## config.mk

```make
export PLATFORM = sky130hd
export DESIGN_NAME = llfl_ctrl
export DESIGN_NICKNAME = d
export VERILOG_FILES = /design/src/sv/llfl_pkg.sv /design/src/sv/llfl_ctrl.sv
export SDC_FILE = /design/constraint.sdc
export NUM_CORES = 1
export LEC_CHECK = 0
export BUFFER_PORTS_ARGS = -buffer_cell sky130_fd_sc_hd__buf_2
export CAP_MARGIN = 20
export CORE_UTILIZATION = 45
export CTS_BUF_LIST = sky130_fd_sc_hd__clkbuf_8 sky130_fd_sc_hd__clkbuf_16
export DETAILED_ROUTE_END_ITERATION = 10
export GPL_ROUTABILITY_DRIVEN = 1
export PLACE_DENSITY_LB_ADDON = 0.15
export SYNTH_ARGS = -nofsm -noshare
export SYNTH_HDL_FRONTEND = slang
export SYNTH_SLANG_ARGS = --single-unit
export TNS_END_PERCENT = 1
```

## constraint.sdc

```tcl
create_clock -name i_clk -period 4.3 [get_ports i_clk]
set_input_delay 0.86 -clock i_clk [delete_from_list [all_inputs] [get_ports i_clk]]
set_output_delay 0.86 -clock i_clk [all_outputs]
set_load 0.02 [all_outputs]
```

## src/sv/llfl_pkg.sv

```systemverilog
// shared types and codes of the linked list unit
`default_nettype none
package llfl_pkg;

    localparam int unsigned DATA_W = 32;
    localparam int unsigned INDEX_OUT_W = 8;

    typedef enum logic {
        OP_INSERT = 1'b0,
        OP_REMOVE = 1'b1
    } t_op;

    typedef enum logic [1:0] {
        ST_INSERTED  = 2'd0,
        ST_REMOVED   = 2'd1,
        ST_NOT_FOUND = 2'd2,
        ST_FULL      = 2'd3
    } t_status;

    typedef enum logic [4:0] {
        S_IDLE   = 5'b00001,
        S_INS    = 5'b00010,
        S_WALK   = 5'b00100,
        S_UNLINK = 5'b01000,
        S_FIN    = 5'b10000
    } t_state;

endpackage
`default_nettype wire

```

## src/sv/llfl_ctrl.sv

```systemverilog
// sequencer: insert, list walk, unlink, free-list push and result register
`default_nettype none
module llfl_ctrl #(
    parameter int unsigned POOL_DEPTH = 256,
    parameter int unsigned ITEM_WIDTH = 32
) (
    input  wire logic                                 i_clk,
    input  wire logic                                 i_rst_n,
    input  wire logic                                 s_axis_tvalid,
    output logic                                      s_axis_tready,
    input  wire logic [llfl_pkg::DATA_W-1:0]          s_axis_tdata,
    input  wire logic                                 s_axis_tuser,
    output logic                                      m_axis_tvalid,
    input  wire logic                                 m_axis_tready,
    output logic      [llfl_pkg::INDEX_OUT_W-1:0]     m_axis_tdata,
    output logic      [1:0]                           m_axis_tuser,
    output logic      [$clog2(POOL_DEPTH)-1:0]        o_raddr,
    input  wire logic [$clog2(POOL_DEPTH+1)-1:0]      i_link_rdata,
    input  wire logic [ITEM_WIDTH-1:0]                i_item_rdata,
    output logic                                      o_link_we,
    output logic      [$clog2(POOL_DEPTH)-1:0]        o_link_waddr,
    output logic      [$clog2(POOL_DEPTH+1)-1:0]      o_link_wdata,
    output logic                                      o_item_we,
    output logic      [ITEM_WIDTH-1:0]                o_item_wdata
);
    import llfl_pkg::*;

    localparam int unsigned IW = $clog2(POOL_DEPTH);
    localparam int unsigned LW = $clog2(POOL_DEPTH + 1);
    localparam int unsigned PW = (IW > INDEX_OUT_W) ? IW : INDEX_OUT_W;
    localparam logic [LW-1:0] NULL_LINK = LW'(POOL_DEPTH);

    t_state          r_state, n_state;
    logic [ITEM_WIDTH-1:0] r_key, n_key;
    logic [LW-1:0]   r_head, n_head;
    logic [LW-1:0]   r_free, n_free;
    logic [LW-1:0]   r_top, n_top;
    logic [LW-1:0]   r_cur, n_cur;
    logic [LW-1:0]   r_prev, n_prev;
    logic [LW-1:0]   r_next, n_next;
    logic [LW-1:0]   r_steps, n_steps;
    t_status         r_status, n_status;
    logic [IW-1:0]   r_slot, n_slot;
    logic            r_m_valid, n_m_valid;
    t_status         r_m_status, n_m_status;
    logic [IW-1:0]   r_m_slot, n_m_slot;

    logic [ITEM_WIDTH-1:0] w_key;
    logic [LW-1:0]         w_link;
    logic [PW-1:0]         w_slot_pad;
    logic                  w_accept;

    generate
        if (ITEM_WIDTH <= DATA_W) begin : g_key_narrow
            assign w_key = s_axis_tdata[ITEM_WIDTH-1:0];
        end else begin : g_key_wide
            assign w_key = {{(ITEM_WIDTH - DATA_W){1'b0}}, s_axis_tdata};
        end
    endgenerate

    // a stored link outside the pool reads as null
    assign w_link     = (i_link_rdata < NULL_LINK) ? i_link_rdata : NULL_LINK;
    assign w_accept   = s_axis_tvalid && s_axis_tready;
    assign w_slot_pad = PW'(r_m_slot);

    assign s_axis_tready = (r_state == S_IDLE);
    assign m_axis_tvalid = r_m_valid;
    assign m_axis_tdata  = w_slot_pad[INDEX_OUT_W-1:0];
    assign m_axis_tuser  = r_m_status;

    always_comb begin
        n_state    = r_state;
        n_key      = r_key;
        n_head     = r_head;
        n_free     = r_free;
        n_top      = r_top;
        n_cur      = r_cur;
        n_prev     = r_prev;
        n_next     = r_next;
        n_steps    = r_steps;
        n_status   = r_status;
        n_slot     = r_slot;
        n_m_valid  = r_m_valid && !m_axis_tready;
        n_m_status = r_m_status;
        n_m_slot   = r_m_slot;

        o_raddr      = '0;
        o_link_we    = 1'b0;
        o_link_waddr = '0;
        o_link_wdata = r_head;
        o_item_we    = 1'b0;
        o_item_wdata = r_key;

        unique case (r_state)
            S_IDLE: begin
                // look-ahead read: free head for an insert, list head for a remove
                o_raddr = (t_op'(s_axis_tuser) == OP_REMOVE) ? r_head[IW-1:0]
                                                              : r_free[IW-1:0];
                if (w_accept) begin
                    n_key = w_key;
                    if (t_op'(s_axis_tuser) == OP_INSERT) begin
                        n_state = S_INS;
                    end else if (r_head == NULL_LINK) begin
                        n_status = ST_NOT_FOUND;
                        n_slot   = '0;
                        n_state  = S_FIN;
                    end else begin
                        n_cur   = r_head;
                        n_prev  = NULL_LINK;
                        n_steps = '0;
                        n_state = S_WALK;
                    end
                end
            end
            S_INS: begin
                n_state = S_FIN;
                if (r_free != NULL_LINK) begin
                    o_link_we    = 1'b1;
                    o_link_waddr = r_free[IW-1:0];
                    o_item_we    = 1'b1;
                    n_free       = w_link;
                    n_head       = r_free;
                    n_status     = ST_INSERTED;
                    n_slot       = r_free[IW-1:0];
                end else if (r_top < NULL_LINK) begin
                    o_link_we    = 1'b1;
                    o_link_waddr = r_top[IW-1:0];
                    o_item_we    = 1'b1;
                    n_top        = r_top + LW'(1);
                    n_head       = r_top;
                    n_status     = ST_INSERTED;
                    n_slot       = r_top[IW-1:0];
                end else begin
                    n_status = ST_FULL;
                    n_slot   = '0;
                end
            end
            S_WALK: begin
                o_raddr = w_link[IW-1:0];
                if (i_item_rdata == r_key) begin
                    // push the found node onto the free list
                    o_link_we    = 1'b1;
                    o_link_waddr = r_cur[IW-1:0];
                    o_link_wdata = r_free;
                    n_free       = r_cur;
                    n_next       = w_link;
                    n_status     = ST_REMOVED;
                    n_slot       = r_cur[IW-1:0];
                    if (r_prev == NULL_LINK) begin
                        n_head  = w_link;
                        n_state = S_FIN;
                    end else begin
                        n_state = S_UNLINK;
                    end
                end else begin
                    n_prev  = r_cur;
                    n_cur   = w_link;
                    n_steps = r_steps + LW'(1);
                    if (w_link == NULL_LINK || n_steps == NULL_LINK) begin
                        n_status = ST_NOT_FOUND;
                        n_slot   = '0;
                        n_state  = S_FIN;
                    end
                end
            end
            S_UNLINK: begin
                o_link_we    = 1'b1;
                o_link_waddr = r_prev[IW-1:0];
                o_link_wdata = r_next;
                n_state      = S_FIN;
            end
            S_FIN: begin
                if (!r_m_valid || m_axis_tready) begin
                    n_m_valid  = 1'b1;
                    n_m_status = r_status;
                    n_m_slot   = r_slot;
                    n_state    = S_IDLE;
                end
            end
            default: begin
                n_state = S_IDLE;
            end
        endcase
    end

    always_ff @(posedge i_clk) begin
        if (!i_rst_n) begin
            r_state   <= S_IDLE;
            r_head    <= NULL_LINK;
            r_free    <= NULL_LINK;
            r_top     <= '0;
            r_m_valid <= 1'b0;
        end else begin
            r_state   <= n_state;
            r_head    <= n_head;
            r_free    <= n_free;
            r_top     <= n_top;
            r_m_valid <= n_m_valid;
        end
    end

    always_ff @(posedge i_clk) begin
        r_key      <= n_key;
        r_cur      <= n_cur;
        r_prev     <= n_prev;
        r_next     <= n_next;
        r_steps    <= n_steps;
        r_status   <= n_status;
        r_slot     <= n_slot;
        r_m_status <= n_m_status;
        r_m_slot   <= n_m_slot;
    end

endmodule
`default_nettype wire

```

==> results.txt <==
The flow ran to the end, and the final reports show no timing, DRC or antenna violations. For the number of buffers on the longest clock path, the log shows 2. Setup slack on the worst reg-to-reg path comes out at 1.15 ns.

In the synthesized netlist, the number of instances is 501. Counting the fill cells in the layout gives 1092. The tools report the beginning of the worst hold path as r_slot[3]. The share of the clock period used by the worst path is 88.8%, and the aggregate routed wire length is 14700 um. Buffers added to address setup during post-CTS repair amount to 0. Timing analysis after detailed placement gives a worst setup slack of 0.459 ns. The region available for standard cell placement spans 12600 um2.

The floorplan step set the die width to 116 um. The DRC violation total after the first TritonRoute iteration was 315; the tightest slew margin relative to the limit was 35.8%. Dividing total power by cell area gives a power density of 442 nW/um2.

By area the synthesized netlist is led by edfxtp_1 45%, dfxtp_1 11%, xnor2_1 5.6%. The number of failing hold endpoints at the final stage was 0. In this run the worst setup path begins at i_item_rdata[5]. The buffering stage count on the worst path with inverters included was 3. In this run the worst path has a maximum fanout of 20. The effective utilization at floorplan came out at 46.2%. Maximum clock frequency: 262 MHz. The worst clock skew was 0.00669 ns; the largest stage delay on the critical path was 0.47 ns.

Clock tree synthesis inserted a total of 17 buffers. In the final layout, the multi-input gates occupy 2360 um2. The area share of the largest cell type after synthesis came out at 45.3%. Placement row count: 41. The tightest min-delay check is of the reg2reg type. The logs give 0 for the antenna diode count and 0.282 mV for the peak supply drop.

Of all cell types, the one taking the most synthesized area is edfxtp_1. The mean post-synth cell area works out to 11.6 um2. Clock-pin slew was measured on the worst setup and hold paths at 0.05 ns. After detailed routing, the number of vias per cell comes to 5.46. For this run, design rule violations remaining after detail routing come to 0.

The maximum number of pins on one net before global-route repair is 33, and the number of buffers added to fix hold violations after cts is 0. The aggregate negative setup slack is 0 ns. The startpoint type of the worst setup path is an input port.

The smallest setup slack after layout was 0.483 ns. Measured on the finished design, the core utilization comes to 58.0%. The aggregate global routing overflow came out at 0. The kind of end point of the critical path was a primary output. For the worst setup path, the data arrival time is 2.96 ns.

The predominant post-synthesis flop cell is edfxtp_1. The logs give 0 for the number of slew-limit violations in the final report and 23.4% for the total global routing track utilization. The number of enable flip-flop cells after synthesis is 88. The tool flagged a number of max-cap violations equal to 0.

When the netlist entered floorplanning its net count stood at 581. The run gives 0 as the number of antenna violations at the first check in global routing. Yosys printed 0 warnings. The worst setup path is of the in2out kind. Traced cell by cell, the critical path runs through buf_2, xnor2_1, nand4_1, nor4_4, and2_1, nand2_2, inv_2, a221o_1, buf_2. Cell occurring most often along the worst timing path: buf_2.

TritonCTS built the clock tree. For this block, the via count after detailed routing is 4577. At the pin with the least slew margin, the transition time is 0.963 ns. The total number of clock tree sinks was 121; the area of the die was 13400 um2. The logs give 23300 um for the wire length of the first global-routing pass and 5 for the number of detailed-routing iterations run before antenna repair. The congestion estimate from routability-driven global placement came to 0.878.

Average wire per standard cell: 17.5 um. 149 I/O pins were placed. Clock latency on the worst-skew pair, taken at its later pin, is 0.41 ns. The share of layout cells above drive strength 1 was 30.5%; the critical path required time was 3.44 ns. In this run, post-CTS repair resized a total of 0 instances.

During placement, the flow inserted port buffers numbering 148. Yosys mapped the design onto 57 distinct sky130hd cell types. The standby leakage power came out at 3.00 nW. Setup repair after global routing left no endpoint under its margin.

Summing every instance area after synthesis gives 5830 um2. Detailed placement ended at an HPWL of 10600 um. The die span in y is 116 um.

The category of cells accounting for the largest share of critical-path delay is simple AND/OR/NAND/NOR gates. The total number of nets in the final design was 733. In this run the number of H-tree levels came out at 4.

The run gives 4666 as the via count of the first global-routing pass. The detail route stage leaves a number of antenna-violating nets equal to 0. The layout-stage area growth over the synthesis result works out to 25.6%. Clock root buffer master: clkbuf_16. The sequential element share of the synthesized area was 56.7%; the final period demand of the worst path was 3.82 ns.

The worst-path cell with the longest stage delay was nor4_4. Counting flops and latches in the post-synthesis netlist gives 121. Setup violations remaining at the end of the flow were counted as 0. In the final layout, flip-flops and latches occupy 3300 um2. The async set or reset register ratio after synthesis works out to 0%. The launch point of the worst reg-to-reg path is r_state[1].
-- power by group --
part	internal (W)	switching, W	leakage [nW]
Clock	0.000942	0.000478	0.298
Combinational	0.000143	0.000258	1.62
Sequential	0.00137	0.0000486	1.08
-- Yosys cell counts, types with 8 or more instances --
master and instances:
mux2i_1 12, and3_1 16, a21boi_1 8, a21o_1 8, nand3_1 8, o21a_1 8, nor2_1 14, clkbuf_1 13
nor2b_1 12, o21ai_0 22, and2_1 23, a21oi_1 19, dfxtp_1 33, inv_1 8, xnor2_1 37, a221o_1 13
edfxtp_1 88, nand2_1 45, nand4_1 11, nor3_1 11, a22o_1 10
-- worst reg2reg max path: stages, from the launching register on --
cell	delay, ns
dfxtp_1	0.36
nor3_1	0.27
nand3b_1	0.52
inv_1	0.36
nand2_1	0.10
nor2_1	0.14
a22o_1	0.79
buf_4	0.32
-- metal layers --
| metal | up-vias | wire length (um) | global-route usage, % | share of wire (%) |
|---|---|---|---|---|
| met3 | 22 | 1230 | 5.49 | 8.4 |
| met5 | - | 0 | 0 | 0 |
| met2 | 209 | 6960 | 37.8 | 47 |
| met4 | 0 | 224 | 9.83 | 1.5 |
| li1 | 2180 | - | - | - |
| met1 | 2166 | 6280 | 30.1 | 43 |
-- layout make-up --
| cell class | count | share of cell area (%) |
|---|---|---|
| clock buffers | 20 | 6.37 |
| clock inverters | 12 | 1.81 |
| inverters | 10 | 0.513 |
| multi-input cells | 346 | 32.2 |
| flip-flops and latches | 121 | 45.1 |
| well taps | 172 | 2.94 |
| repair buffers | 157 | 11.0 |
-- cells by family after synthesis --
kind of cell               synth area share [%]
xor gates and xnor gates                   6.46
AOI/OAI and AO/OA                          13.9
and+or+nand+nor                            17.6
buffers and inverters                      2.92
muxes                                      2.06
DFF                                        56.7
adders and majority gates                 0.429
-- registers in the layout, indices dropped and copies added (netlist names) --
register and count:
r_top 9, r_steps 9, m_axis_tvalid 1, r_status 2
r_slot 8, r_state 5, o_item_wdata 32, m_axis_tdata 8
m_axis_tuser 2, r_prev 9, r_next 9, r_head 9
r_free 9, r_cur 9
-- final timing paths --
| check | endpoint | cells past startpoint |
|---|---|---|
| min reg2reg | m_axis_tdata[3] | 0 |
| min | m_axis_tdata[3] | 0 |
| max reg2reg | r_steps[2] | 7 |
| max | o_link_wdata[0] | 9 |
-- placed cells by master, fill, tap and decap left out, types with 6 or more instances in the layout --
cell type	instances
a21boi_1	8
a21o_1	8
a21oi_1	19
a221o_1	13
a22o_1	10
and2_1	23
and3_1	16
buf_2	148
buf_4	9
clkbuf_16	17
dfxtp_1	33
edfxtp_1	88
inv_1	11
mux2i_1	12
nand2_1	45
nand3_1	8
nand4_1	11
nor2_1	14
nor2b_1	12
nor3_1	11
o21a_1	8
o21ai_0	22
xnor2_1	37
xor2_1	6
-- through the flow --
stage               cells  cell area, um2  hold WS, ns  power (W)
floorplan             501            5830        0.400    0.00169
global placement      806            6720        0.403    0.00183
global route          838            7320        0.419    0.00335
finish                838            7320        0.415    0.00324
CTS                   838            7320        0.417    0.00326
detailed placement    806            6720        0.405    0.00184
(Power assumes the default switching activity.)
